`src/hw/rtl/c8ie_pkg.sv`:
```
// package: shared types, constants and font table for the chip-8 execute core
package c8ie_pkg;

	localparam int MEM_BYTES     = 4096;
	localparam int STACK_ENTRIES = 16;
	localparam int SCREEN_HEIGHT = 32;
	localparam int PROGRAM_BASE  = 512;
	localparam int FONT_BASE     = 80;
	localparam int SP_W          = $clog2(STACK_ENTRIES + 1);
	localparam int SI_W          = $clog2(STACK_ENTRIES);

	localparam logic [1:0] ACT_EXEC = 2'd0;
	localparam logic [1:0] ACT_LOAD = 2'd1;
	localparam logic [1:0] ACT_READ = 2'd2;

	localparam logic [1:0] FAULT_NONE  = 2'd0;
	localparam logic [1:0] FAULT_UNDER = 2'd1;
	localparam logic [1:0] FAULT_OVER  = 2'd2;

	typedef struct packed {
		logic [1:0]  action;
		logic [11:0] load_address;
		logic [7:0]  load_data;
		logic [4:0]  row_select;
		logic [15:0] keys_pressed;
		logic [7:0]  random_byte;
	} in_word_t;

	typedef struct packed {
		logic [11:0] next_pc;
		logic [7:0]  delay_value;
		logic [7:0]  sound_value;
		logic [1:0]  fault_code;
		logic        waiting_key;
		logic        drew;
		logic [63:0] row_pixels;
	} out_word_t;

	typedef enum logic [3:0] {
		ST_IDLE, ST_INIT, ST_FETCH_HI, ST_FETCH_LO, ST_DECODE, ST_EXEC,
		ST_CLEAR, ST_DRAW_RD, ST_DRAW_WR, ST_BCD, ST_STORE, ST_LOAD_RD,
		ST_LOAD_WR, ST_ROW_RD, ST_DONE
	} state_t;

	typedef enum logic [3:0] {
		CMD_NONE, CMD_INIT, CMD_FETCH_HI, CMD_FETCH_LO, CMD_DECODE, CMD_EXEC,
		CMD_CLEAR, CMD_DRAW_RD, CMD_DRAW_WR, CMD_BCD, CMD_STORE, CMD_LOAD_RD,
		CMD_LOAD_WR, CMD_ROW_RD, CMD_START
	} cmd_t;

	typedef struct packed {
		logic is_clear;
		logic is_draw;
		logic is_bcd;
		logic is_store;
		logic is_load;
		logic halted;
		logic is_exec;
		logic last;
	} status_t;

	function automatic logic [7:0] font_byte(input logic [6:0] i);
		logic [7:0] f [80];
		f = '{8'hF0,8'h90,8'h90,8'h90,8'hF0,8'h20,8'h60,8'h20,8'h20,8'h70,
		      8'hF0,8'h10,8'hF0,8'h80,8'hF0,8'hF0,8'h10,8'hF0,8'h10,8'hF0,
		      8'h90,8'h90,8'hF0,8'h10,8'h10,8'hF0,8'h80,8'hF0,8'h10,8'hF0,
		      8'hF0,8'h80,8'hF0,8'h90,8'hF0,8'hF0,8'h10,8'h20,8'h40,8'h40,
		      8'hF0,8'h90,8'hF0,8'h90,8'hF0,8'hF0,8'h90,8'hF0,8'h10,8'hF0,
		      8'hF0,8'h90,8'hF0,8'h90,8'h90,8'hE0,8'h90,8'hE0,8'h90,8'hE0,
		      8'hF0,8'h80,8'h80,8'h80,8'hF0,8'hE0,8'h90,8'h90,8'h90,8'hE0,
		      8'hF0,8'h80,8'hF0,8'h80,8'hF0,8'hF0,8'h80,8'hF0,8'h80,8'h80};
		return (i < 7'd80) ? f[i] : 8'h00;
	endfunction

endpackage

```
`src/hw/rtl/c8ie_ctrl.sv`:
```
// controller: sequences fetch, execute and the serial memory and screen walks
module c8ie_ctrl import c8ie_pkg::*; (
	input  logic    clk,
	input  logic    arst_n,
	input  logic    in_valid,
	input  logic    out_busy,
	input  status_t status,
	output cmd_t    cmd,
	output logic    in_take,
	output logic    out_set
);

	state_t state_q, state_d;

	always_ff @(posedge clk or negedge arst_n) begin
		if (!arst_n) state_q <= ST_INIT;
		else state_q <= state_d;
	end

	always_comb begin
		state_d = state_q;
		cmd = CMD_NONE;
		in_take = 1'b0;
		out_set = 1'b0;
		unique case (state_q)
			ST_INIT: begin
				cmd = CMD_INIT;
				if (status.last) state_d = ST_IDLE;
			end
			ST_IDLE: begin
				if (in_valid) begin
					in_take = 1'b1;
					cmd = CMD_START;
					if (status.is_exec && !status.halted) state_d = ST_FETCH_HI;
					else state_d = ST_ROW_RD;
				end
			end
			ST_FETCH_HI: begin cmd = CMD_FETCH_HI; state_d = ST_FETCH_LO; end
			ST_FETCH_LO: begin cmd = CMD_FETCH_LO; state_d = ST_DECODE; end
			ST_DECODE: begin cmd = CMD_DECODE; state_d = ST_EXEC; end
			ST_EXEC: begin
				cmd = CMD_EXEC;
				if (status.is_clear) state_d = ST_CLEAR;
				else if (status.is_draw) state_d = ST_DRAW_RD;
				else if (status.is_bcd) state_d = ST_BCD;
				else if (status.is_store) state_d = ST_STORE;
				else if (status.is_load) state_d = ST_LOAD_RD;
				else state_d = ST_ROW_RD;
			end
			ST_CLEAR: begin
				cmd = CMD_CLEAR;
				if (status.last) state_d = ST_ROW_RD;
			end
			ST_DRAW_RD: begin
				cmd = CMD_DRAW_RD;
				state_d = status.last ? ST_ROW_RD : ST_DRAW_WR;
			end
			ST_DRAW_WR: begin cmd = CMD_DRAW_WR; state_d = ST_DRAW_RD; end
			ST_BCD: begin
				cmd = CMD_BCD;
				if (status.last) state_d = ST_ROW_RD;
			end
			ST_STORE: begin
				cmd = CMD_STORE;
				if (status.last) state_d = ST_ROW_RD;
			end
			ST_LOAD_RD: begin cmd = CMD_LOAD_RD; state_d = ST_LOAD_WR; end
			ST_LOAD_WR: begin
				cmd = CMD_LOAD_WR;
				state_d = status.last ? ST_ROW_RD : ST_LOAD_RD;
			end
			ST_ROW_RD: begin cmd = CMD_ROW_RD; state_d = ST_DONE; end
			ST_DONE: begin
				if (!out_busy) begin
					out_set = 1'b1;
					state_d = ST_IDLE;
				end
			end
			default: state_d = ST_IDLE;
		endcase
	end

endmodule

```
`config.mk`:
```
export PLATFORM = sky130hd
export DESIGN_NAME = c8ie_ctrl
export DESIGN_NICKNAME = d
export VERILOG_FILES = /design/src/hw/rtl/c8ie_pkg.sv /design/src/hw/rtl/c8ie_ctrl.sv
export SDC_FILE = /design/constraint.sdc
export NUM_CORES = 1
export LEC_CHECK = 0
export ABC_CLOCK_PERIOD_IN_PS = 1600
export BUFFER_PORTS_ARGS = -buffer_cell sky130_fd_sc_hd__buf_2
export CORE_AREA = 3 3 40 42
export CTS_CLUSTER_SIZE = 16
export DETAILED_ROUTE_END_ITERATION = 12
export DIE_AREA = 0 0 43 45
export GPL_TIMING_DRIVEN = 0
export MAX_ROUTING_LAYER = met4
export PLACE_DENSITY = 0.73
export SLEW_MARGIN = 10
export SYNTH_ARGS = -nofsm -noshare
export SYNTH_HDL_FRONTEND = slang
export SYNTH_SLANG_ARGS = --single-unit
```
`constraint.sdc`:
```
create_clock -name clk -period 1.6 [get_ports clk]
set_input_delay 0.08 -clock clk [delete_from_list [all_inputs] [get_ports clk]]
set_output_delay 0.08 -clock clk [all_outputs]
set_load 0.03 [all_outputs]
```
Word level (Yosys, flattened, before mapping)
Cells that the tools add are included.

word-level totals
  output and inout port bits = 6
  register bits = 4
  input bits = 12

operators by class
  muxes and demuxes = 19
  equal/unequal tests = 18
  reductions and logical operators = 5

operator list
  cell                                                              number
  4-bit case mux with 14 select lines                               1
  4-bit case mux with 13 select lines                               1
  4-bit 2-to-1 mux                                                  8
  4-bit == test (second input constant)                             7
  4-bit by 3-bit == test with 1-bit output (second input constant)  4
  3-bit 2-to-1 mux                                                  5
  4-bit by 2-bit == test with 1-bit output (second input constant)  2
  2-bit != test (second input constant)                             3
  4-bit by 1-bit == test with 1-bit output (second input constant)  1
  4-bit logical NOT                                                 1
  1-bit 2-to-1 mux                                                  4
  4-bit AND reduction                                               1
  3-bit OR reduction                                                1
  2-bit by 1-bit != test with 1-bit output (second input constant)  1
  1-bit logical AND                                                 1
  1-bit logical NOT                                                 1

Longest topological paths before layout
Gate-level depths: netlist of run 1.

  depth after elaboration = 6
  depth in mapped cells = 6
  depth with buffers taken out = 5

Worst setup path before layout of run 1
No wires, ideal clock.

  path kind = flip-flop to output port
  from = register state_q[2]
  to = output out_set
  data required time = 1.520 ns
  cell stages (with the launch flop) = 5
  path buffers = 2
  data arrival time = 1.514 ns
  slack = 0.006 ns
  path through = dfrtp_1 > clkbuf_1 > buf_4 > nand3_1 > nor3_1

on the way
  word-level cells in the longest chain between the ends = 2

ends and longest elaborated chain
  item                    line             text
  start, declared         c8ie_ctrl.sv:13  state_t state_q, state_d;
  start signal, assigned  c8ie_ctrl.sv:17  else state_q <= state_d;
  4-bit == test           c8ie_ctrl.sv:25  unique case (state_q)
  1-bit 2-to-1 mux        c8ie_ctrl.sv:25
  end, declared           c8ie_ctrl.sv:10  output logic out_set

Every way passes these cells.

Final worst setup path of run 1
  from = register state_q[1]
  to = register state_q[2]

on the way
  word-level cells in the longest chain between the ends = 4

ends and longest elaborated chain
  item                                                                              line
  4-bit == test / 4-bit by 3-bit == test with 1-bit output (equally long branches)  c8ie_ctrl.sv:25
  3-bit OR reduction (no source line)                                               --
  2-bit by 1-bit != test with 1-bit output (no source line)                         --
  4-bit AND reduction (no source line)                                              --

Several ways; a longest one is shown, not always the timed one.
A chain may end at the register's enable or synchronous reset.

==> results.yml, run 1 <==
status:
  status: "finished, final reports clean"
global_routing:
  grt_pass1_vias: 591
  grt_max_degree: 11
  antenna_found_initial: 0
  track_usage_pct: 16.82
  grt_pass1_wl_microns: 2387
  gr-total-overflow: 0
synthesis:
  yosysWarnings: 0
  synth_seq_cells: 4
  postSynthCellCount: 74
  seq_area_frac_synth_pct: 18.66
  yosysTopAreaCell: "dfrtp_1"
  netlist_top_cells_count: "10 x nand2_1, 7 x nor2_1, 6 x nand2b_1"
  syn_avg_cell_area_sq_um: 7.338
  yosysUniqueCellTypes: 39
  synth_edf_count: 0
  synthTopCellsByArea: "dfrtp_1 14%, nand2_1 6.9%, nand2b_1 6.9%"
  synth.most_common_cell: "nand2_1"
  ys_async_sr_fraction_pct: 100.0
  synth_nets: 86
  synthDominantCellAreaShare_pct: 13.82
  synth-main-ff-cell: "dfrtp_1"
  syn_area_sq_um: 543.0
die:
  fp.dieArea_sq_um: 1935
  start_util_pct: 42.26
  rows: 13
  dieHeight_microns: 45
  core-area_sq_um: 1285
  dieWidth_microns: 43
  io_pins: 18
setup_path:
  cp_max_fo: 6
  end_kind: "register"
  critical-path-max-stage-delay_ns: 0.51
  worstPathRequired_ns: 1.71
  cpMaxStageDelayCell: "or4_4"
  path_buf_inv: 1
  path_class: "register to register"
  critPathLaunch: "state_q[1]"
  critPathTopFamily: "simple AND/OR/NAND/NOR gates"
  worst_setup_path_start_kind: "register"
  r2r_start: "state_q[1]"
  crit_arrival_ns: 1.70
  cp_cell_sequence: "buf_6, or4_4, a21oi_2, a211o_1, o21ai_1"
placed_design:
  hpwl_microns: 1112
  portBuffers: 17
  place_congestion: 0.8605
  dpl_cell_area_sq_um: 646.9
sta:
  worst_pin_slew_ns: 0.3208
  grt_setup_unrepaired: "yes"
  setup_viol: 0
  slew_headroom_pct: 78.34
  finalMaxSlewViolations: 0
  period_needed_ns: 1.587
  fin_skew_ns: 0.008348
  hold_viol: 0
  clock.fmax_mhz: 630.1
  post-route-period-util_pct: 99.19
pwr:
  p_leak_nw: 0.3241
  irDropWorstVdd_v: 0.0009623
  power_density_nw_per_um2: 2396
route:
  m1WireLength_microns: 658
  wl_met2_microns: 748
  vias: 670
  drt-initial-drc-count: 34
  top_layer: "met4"
  drc: 0
  detail_route.wl_per_cell_microns: 14.04
  vias_per_cell: 5.982
  wirelength_microns: 1572
  wl_met3_microns: 131
  first_pass_iters: 4
  ant_nets: 0
final_layout:
  nets: 110
  top_register: "state_q"
  layout-drive-gt1-share_pct: 39.18
  largest_reg_flops: 4
  fin_util_pct: 56.09
  diodes: 0
  area_growth_pct: 32.72
  reg_top3: "state_q: 4 flops"
  finish.instance_area_sq_um: 720.7
clocking:
  clock-root-buffer: "clkbuf_4"
  cts_buffers: 3
  htree_num_levels: 1
  clock-sinks: 4
  worstSkewPairLatency_ns: 0.24
  cts_tree: "built"
  path_clk_slew_ns: 0.04
  cts_buffer_depth: 2
flow_run:
  drv_cap: 0
min_path:
  worstHoldPathType: "input port to asynchronous set/reset pin"
[cells by family (layout without fill, tap and decap cells)]
logic type             count (synthesis)  after routing  share of synthesized area (%)
AND/OR/NAND/NOR                       32             32                          29.96
buffers and inverters                  8             31                          9.906
flip-flops                             4              4                          18.66
XOR/XNOR                               1              1                          1.613
AO/OA/AOI/OAI                         29             29                          39.86
[timing repair]
action,4_1_cts,5_1_grt
gates cloned,0,0
pin swaps,3,7
setup buffers,0,3
setup endpoints to repair,6,9
endpoints found under the hold margin,4,0
hold buffers,1,0
gates resized for setup,0,9
[power by group]
part / internal (mW) / switching [mW]
combinational: 0.570 / 0.724
clock: 0.0939 / 0.0466
sequential: 0.177 / 0.115
total: 0.841 / 0.886
[per-stage QoR]
| stage | hold WS, ns | setup TNS [ns] | instances | power, mW | setup WS, ns |
|---|---|---|---|---|---|
| after floorplan | -0.2156 | 0 | 74 | 1.198 | 0.006117 |
| after global placement | -0.1150 | 0 | 106 | 1.452 | 0.02446 |
| after detailed placement | -0.1104 | 0 | 106 | 1.461 | 0.0005504 |
| after CTS | 0.1631 | 0 | 110 | 1.614 | 0.005951 |
| after global routing | 0.1731 | -0.1443 | 112 | 1.857 | -0.03489 |
| final | 0.1668 | 0 | 112 | 1.727 | 0.01298 |
[path summary, 6_finish.rpt]
path,to,slack (ns),cells after the start
max,state_q[2],0.01,5
min,state_q[1],0.17,2
max reg2reg,state_q[2],0.01,5
min reg2reg,state_q[0],0.69,3
max in group asynchronous,state_q[0],1.22,2
min in group clk,state_q[0],0.24,4
[layout make-up]
cell class,count,area [sq um]
plain buffers,5,45.04
flip-flops and latches,4,103.9
well taps,15,18.77
repair buffers,21,122.6
inverters,1,3.754
clock buffers,4,26.28
fillers,128,564.3
multi-input cells,62,400.4
[worst reg2reg max path, delay by kind of cell (launching register included)]
kind                   cells  cell delay (ns)
DFF                        1             0.37
buffers and inverters      1             0.13
AOI/OAI and AO/OA          3             0.46
and+or+nand+nor            1             0.51
[routing by layer]
layer	up-vias	GRT usage, %
met3	6	2.390
met4	0	10.84
met5	-	-
li1	320	-
met2	34	24.85
met1	310	21.50
[cells in the final DEF, fill, tap and decap left out, drive strengths merged, types with 2 or more instances in the layout]
cell type	count
a21oi	5
o21ai	7
nand2b	6
a21o	2
nor2	7
nand2	10
dfrtp	3
buf	24
clkbuf	5
o21a	2
nand3b	2
(Power assumes the default switching activity.)
==> run 2: changes to the inputs <==
--- a/config.mk
+++ b/config.mk
@@ -8,6 +8,7 @@
 export ABC_CLOCK_PERIOD_IN_PS = 1600
 export BUFFER_PORTS_ARGS = -buffer_cell sky130_fd_sc_hd__buf_2
 export CORE_AREA = 3 3 40 42
+export CTS_BUF_LIST = sky130_fd_sc_hd__clkbuf_8 sky130_fd_sc_hd__clkbuf_16
 export CTS_CLUSTER_SIZE = 16
 export DETAILED_ROUTE_END_ITERATION = 12
 export DIE_AREA = 0 0 43 45
==> constraint.sdc (replaced) <==
create_clock -name clk -period 1.6 [get_ports clk]
set_input_delay 0.16 -clock clk [delete_from_list [all_inputs] [get_ports clk]]
set_output_delay 0.16 -clock clk [all_outputs]
set_load 0.03 [all_outputs]
==> run 2 against run 1 <==
  * Wire length up 7.7%
  * Combinational power increased by 15%
  * Die area stayed put
  * Setup slack better by 0.022 ns
  * Clock power is 55% higher
==> results.yml, run 2 (synthesized netlist as in run 1, its figures left out) <==
sta:
  clock.fmax_mhz: 638.9
  fin_skew_ns: 0.008334
  grt_setup_unrepaired: "yes"
  slew_headroom_pct: 77.65
  period_needed_ns: 1.565
  setup_viol: 0
  finalMaxSlewViolations: 0
  worst_pin_slew_ns: 0.3352
  hold_viol: 0
  post-route-period-util_pct: 97.83
global_routing:
  grt_max_degree: 11
  grt_pass1_vias: 556
  grt_pass1_wl_microns: 2408
  gr-total-overflow: 0
  antenna_found_initial: 0
  track_usage_pct: 16.84
final_layout:
  diodes: 0
  final_common_cell: "buf_2"
  final_cell_count_no_fill: 115
  mostFrequentLayoutCells: "15 x buf_2, 10 x nand2_1, 7 x buf_4, 6 x nand2b_1, 5 x nor2_1"
  fin_util_pct: 62.03
  area_growth_pct: 46.77
  top_register: "state_q"
  reg_top3: "state_q: 4 flops"
  largest_reg_flops: 4
  layout-drive-gt1-share_pct: 42.00
  nets: 113
setup_path:
  cpMaxStageDelayCell: "or4_4"
  critPathTopFamily: "simple AND/OR/NAND/NOR gates"
  timing.reg2reg.setup_slack_ns: 0.03
  worstPathRequired_ns: 1.69
  path_class: "register to register"
  crit_arrival_ns: 1.65
  r2r_cells: 5
  path_buf_inv: 1
  cp_cell_sequence: "buf_6, or4_4, a21oi_2, a211o_1, o21ai_1"
  critical-path-max-stage-delay_ns: 0.51
  r2r_end: "state_q[2]"
  cp_max_fo: 7
  end_kind: "register"
  worst_setup_path_start_kind: "register"
  r2r_start: "state_q[1]"
route:
  vias_per_cell: 5.765
  drc: 0
  ant_nets: 0
  vias: 663
  wirelength_microns: 1693
  first_pass_iters: 4
  detail_route.wl_per_cell_microns: 14.72
  drt-initial-drc-count: 35
die:
  start_util_pct: 42.26
  fp.dieArea_sq_um: 1935
  io_pins: 18
  rows: 13
  core-area_sq_um: 1285
  dieHeight_microns: 45
  dieWidth_microns: 43
clocking:
  clock-sinks: 4
  path_clk_slew_ns: 0.04
  cts_tree: "built"
  worstSkewPairLatency_ns: 0.22
  clock-root-buffer: "clkbuf_8"
  cts_buffer_depth: 2
  cts_buffers: 3
  htree_num_levels: 1
status:
  status: "finished, final reports clean"
placed_design:
  place_congestion: 0.8897
  dp.cells: 106
  hpwl_microns: 1042
  portBuffers: 17
pwr:
  power_density_nw_per_um2: 2459
  p_leak_nw: 0.3621
  irDropWorstVdd_v: 0.001262
flow_run:
  drv_cap: 0
min_path:
  worstHoldPathType: "input port to asynchronous set/reset pin"
==> run 2: cell types whose count changed in the layout (fill, tap and decap cells not counted) <==
cell | before | now
clkbuf_4 | 4 | 2
nor2_2 | 1 | 0
dfrtp_2 | 2 | 1
nor2_1 | 6 | 5
buf_12 | 0 | 1
dfrtp_1 | 1 | 2
inv_1 | 1 | 2
clkbuf_8 | 0 | 4
clkbuf_1 | 1 | 0
nor3_1 | 1 | 0
nor3_2 | 0 | 1
nor2_4 | 0 | 2
==> run 2: power by group <==
group | internal, mW | switching, mW | total (mW)
combinational | 0.683 | 0.800 | 1.48
sequential | 0.174 | 0.0847 | 0.259
clock | 0.164 | 0.0536 | 0.217
total | 1.02 | 0.939 | 1.96
==> run 2: repair_timing <==
item,in CTS,in global routing
hold buffers,1,0
buffers inserted,0,5
pin swaps,0,7
gates resized for setup,4,8
endpoints found under the hold margin,4,0
setup endpoints to repair,5,9
==> run 2: per-stage QoR <==
step	setup TNS (ns)	hold slack (ns)	setup WS (ns)	area [sq um]	power [mW]
after global placement	0	-0.03600	0.04595	651.9	1.448
after detailed placement	0	-0.03199	0.02898	651.9	1.458
final	0	0.2704	0.03469	797.0	1.960
after CTS	-0.01452	0.2673	-0.01048	718.2	1.718
after floorplan	0	-0.1356	0.05983	548.0	1.202
after global routing	-0.02473	0.2888	-0.009763	797.0	2.092
==> run 2: worst reg2reg max path, cell delays in order, from the launching register on <==
cell and delay (ns):
dfrtp_1 0.37, buf_6 0.14, or4_4 0.51, a21oi_2 0.16, a211o_1 0.18, o21ai_1 0.07
==> run 2: area by class of cell <==
type,instances,area [sq um]
well taps,15,18.77
multi-input cells,62,417.9
clock inverters,1,3.754
repair buffers,23,150.1
fillers,117,488.0
clock buffers,3,41.29
flip-flops and latches,4,102.6
plain buffers,6,58.81
inverters,1,3.754
==> run 2: how the worst max path moves through the flow <==
stage                             to        from  slack, ns  depth (start not counted)
after detailed placement  state_q[1]  state_q[1]       0.03                          5
final                     state_q[2]  state_q[1]       0.03                          5
after global placement    state_q[2]  state_q[1]       0.05                          5
after floorplan               cmd[1]  state_q[2]       0.06                          4
after global routing      state_q[2]  state_q[0]      -0.01                          4
after CTS                     cmd[1]  state_q[3]      -0.01                          5
==> run 2: per-layer routing <==
metal  wire length [microns]  track usage [%]  up-vias  share of wire (%)
met2                     843            25.45       33                 50
met1                     720            21.55      305                 43
met3                     128            3.984        0                7.6
met4                       0            7.229        0                  0
li1                        -                -      325                  -
met5                       0                -        -                  0
==> run 3: changes to the inputs <==
--- a/config.mk
+++ b/config.mk
@@ -5,16 +5,16 @@
 export SDC_FILE = /design/constraint.sdc
 export NUM_CORES = 1
 export LEC_CHECK = 0
-export ABC_CLOCK_PERIOD_IN_PS = 1600
-export BUFFER_PORTS_ARGS = -buffer_cell sky130_fd_sc_hd__buf_2
+export ABC_CLOCK_PERIOD_IN_PS = 1850
 export CORE_AREA = 3 3 40 42
 export CTS_BUF_LIST = sky130_fd_sc_hd__clkbuf_8 sky130_fd_sc_hd__clkbuf_16
 export CTS_CLUSTER_SIZE = 16
 export DETAILED_ROUTE_END_ITERATION = 12
 export DIE_AREA = 0 0 43 45
+export DONT_BUFFER_PORTS = 1
 export GPL_TIMING_DRIVEN = 0
 export MAX_ROUTING_LAYER = met4
-export PLACE_DENSITY = 0.73
+export PLACE_DENSITY = 0.59
 export SLEW_MARGIN = 10
 export SYNTH_ARGS = -nofsm -noshare
 export SYNTH_HDL_FRONTEND = slang
==> constraint.sdc (replaced) <==
create_clock -name clk -period 1.85 [get_ports clk]
set_input_delay 0.185 -clock clk [delete_from_list [all_inputs] [get_ports clk]]
set_output_delay 0.185 -clock clk [all_outputs]
set_load 0.03 [all_outputs]
==> run 3 against run 2 <==
  * Final area is 21% lower
  * First-iteration DRC count decreased by 60%
  * Clock power fell by 12%
  * Cell count decreased by 18%
  * Critical path depth decreased by 1
  * Clock-buffer cell count did not move
  * Combinational power down 29%
  * Core utilization decreased by 13 points
  * Non-clock buffer count down 21
  * Sequential power fell by 30%
==> results.yml, run 3 (synthesized netlist as in run 1, its figures left out) <==
final_layout:
  reg_top3: "state_q: 4 flops"
  final_common_cell: "nand2_1"
  area_growth_pct: 16.59
  layout-drive-gt1-share_pct: 24.05
  nets: 92
  fillCellCount: 140
  finish.instance_area_sq_um: 633.1
  fin_util_pct: 49.27
  final_cell_count_no_fill: 94
  largest_reg_flops: 4
  top_register: "state_q"
  diodes: 0
  mostFrequentLayoutCells: "10 x nand2_1, 7 x nor2_1, 6 x nand2b_1, 4 x a21oi_1, 4 x o21ai_1"
sta:
  tns_ns: 0
  hold_viol: 0
  setup_slack_ns: 0.09367
  slew_headroom_pct: 76.21
  holdWs_ns: 0.1597
  worst_pin_slew_ns: 0.3557
  post-route-period-util_pct: 94.94
  clock.fmax_mhz: 569.4
  fin_skew_ns: 0.0001899
  finalMaxSlewViolations: 0
  period_needed_ns: 1.756
  setup_viol: 0
  grt_setup_unrepaired: "no"
pwr:
  switching_share_pct: 50.63
  power_density_nw_per_um2: 2246
  seqPwrFrac_pct: 12.7
  pwr-share-comb_pct: 73.9
  power.total_mw: 1.422
  switchingPower_uw: 719.8
  irDropWorstVdd_v: 0.001051
  p_clk_share_pct: 13.3
  intPower_uw: 701.9
  p_leak_nw: 0.2638
global_routing:
  antenna_found_initial: 0
  grt_max_degree: 11
  gr-total-overflow: 0
  track_usage_pct: 16.41
  grt_pass1_vias: 498
  grt_pass1_wl_microns: 2277
placed_design:
  portBuffers: 0
  hpwl_microns: 1037
  dp.cells: 89
  place_congestion: 0.7864
  dpl_cell_area_sq_um: 561.8
  dp_slack_ns: -0.006104
die:
  rows: 13
  fp.dieArea_sq_um: 1935
  start_util_pct: 42.26
  core-area_sq_um: 1285
  dieHeight_microns: 45
  dieWidth_microns: 43
  io_pins: 18
clocking:
  path_clk_slew_ns: 0.03
  cts_buffer_depth: 2
  htree_num_levels: 1
  cts_tree: "built"
  clock-root-buffer: "clkbuf_8"
  cts_buffers: 3
  worstSkewPairLatency_ns: 0.22
  clock-sinks: 4
setup_path:
  timing.reg2reg.setup_slack_ns: 0.27
  worstPathRequired_ns: 1.66
  crit_arrival_ns: 1.57
  worst_setup_path_start_kind: "register"
  cp_max_fo: 9
  end_kind: "output pin"
  path_class: "register to output pin"
route:
  wirelength_microns: 1413
  vias_per_cell: 6.160
  detail_route.wl_per_cell_microns: 15.03
  drc: 0
  drt-initial-drc-count: 14
  first_pass_iters: 4
  vias: 579
  ant_nets: 0
status:
  status: "finished, final reports clean"
flow_run:
  drv_cap: 0
min_path:
  worstHoldPathType: "input port to register"
-- run 3: changes by cell type in the layout (fill, tap and decap cells not counted), sizes merged --
cell | previous run | this run
buf | 25 | 5
clkbuf | 6 | 5
-- run 3: per-layer routing --
layer / vias to the layer above / track usage (%) / share of wire, %
li1: 281 / - / -
met1: 271 / 22.28 / 46
met2: 25 / 23.35 / 47
met3: 2 / 2.390 / 6.4
met4: 0 / 9.036 / 0.92
met5: - / - / 0
-- run 3: what timing repair did --
item                                    in CTS  in global routing
endpoints found under the setup margin       4                  4
resized for setup                            2                  5
hold endpoints to repair                     4                  0
hold buffers                                 1                  0
setup buffers                                0                  0
-- run 3: worst max-delay path, stage by stage (launching register included) --
cell and delay (ns):
dfrtp_1 0.34, buf_2 0.17, nor2_1 0.21, and3_2 0.35
a21o_1 0.28
-- run 3: cell type report --
| type | count | area (sq um) | share of cell area [%] |
|---|---|---|---|
| clock inverter | 1 | 3.754 | 0.5929 |
| inverter | 1 | 3.754 | 0.5929 |
| tap | 15 | 18.77 | 2.964 |
| buffer | 7 | 51.30 | 8.103 |
| clock buffer | 3 | 41.29 | 6.522 |
| timing repair buffer | 1 | 10.01 | 1.581 |
| multi-input combinational | 62 | 402.9 | 63.64 |
| sequential | 4 | 101.3 | 16.01 |
-- run 3: power groups by stage --
stage / sequential [mW] / combinational (mW) / clock [mW]
after global routing: 0.185 / 1.16 / 0.207
after floorplan: 0.172 / 0.864 / 0
final: 0.181 / 1.05 / 0.190
after CTS: 0.180 / 1.03 / 0.194
after global placement: 0.183 / 1.02 / 0
after detailed placement: 0.181 / 1.02 / 0
-- run 3: path summary, 6_finish.rpt --
path | start | to | depth (start not counted)
worst max-delay path | state_q[3] | cmd[2] | 4
worst min register to register | state_q[0] | state_q[0] | 3
min in group asynchronous | arst_n | state_q[1] | 1
worst max register to register | state_q[1] | state_q[1] | 5
max in group asynchronous | arst_n | state_q[0] | 1
worst min-delay path | status[0] | state_q[0] | 3
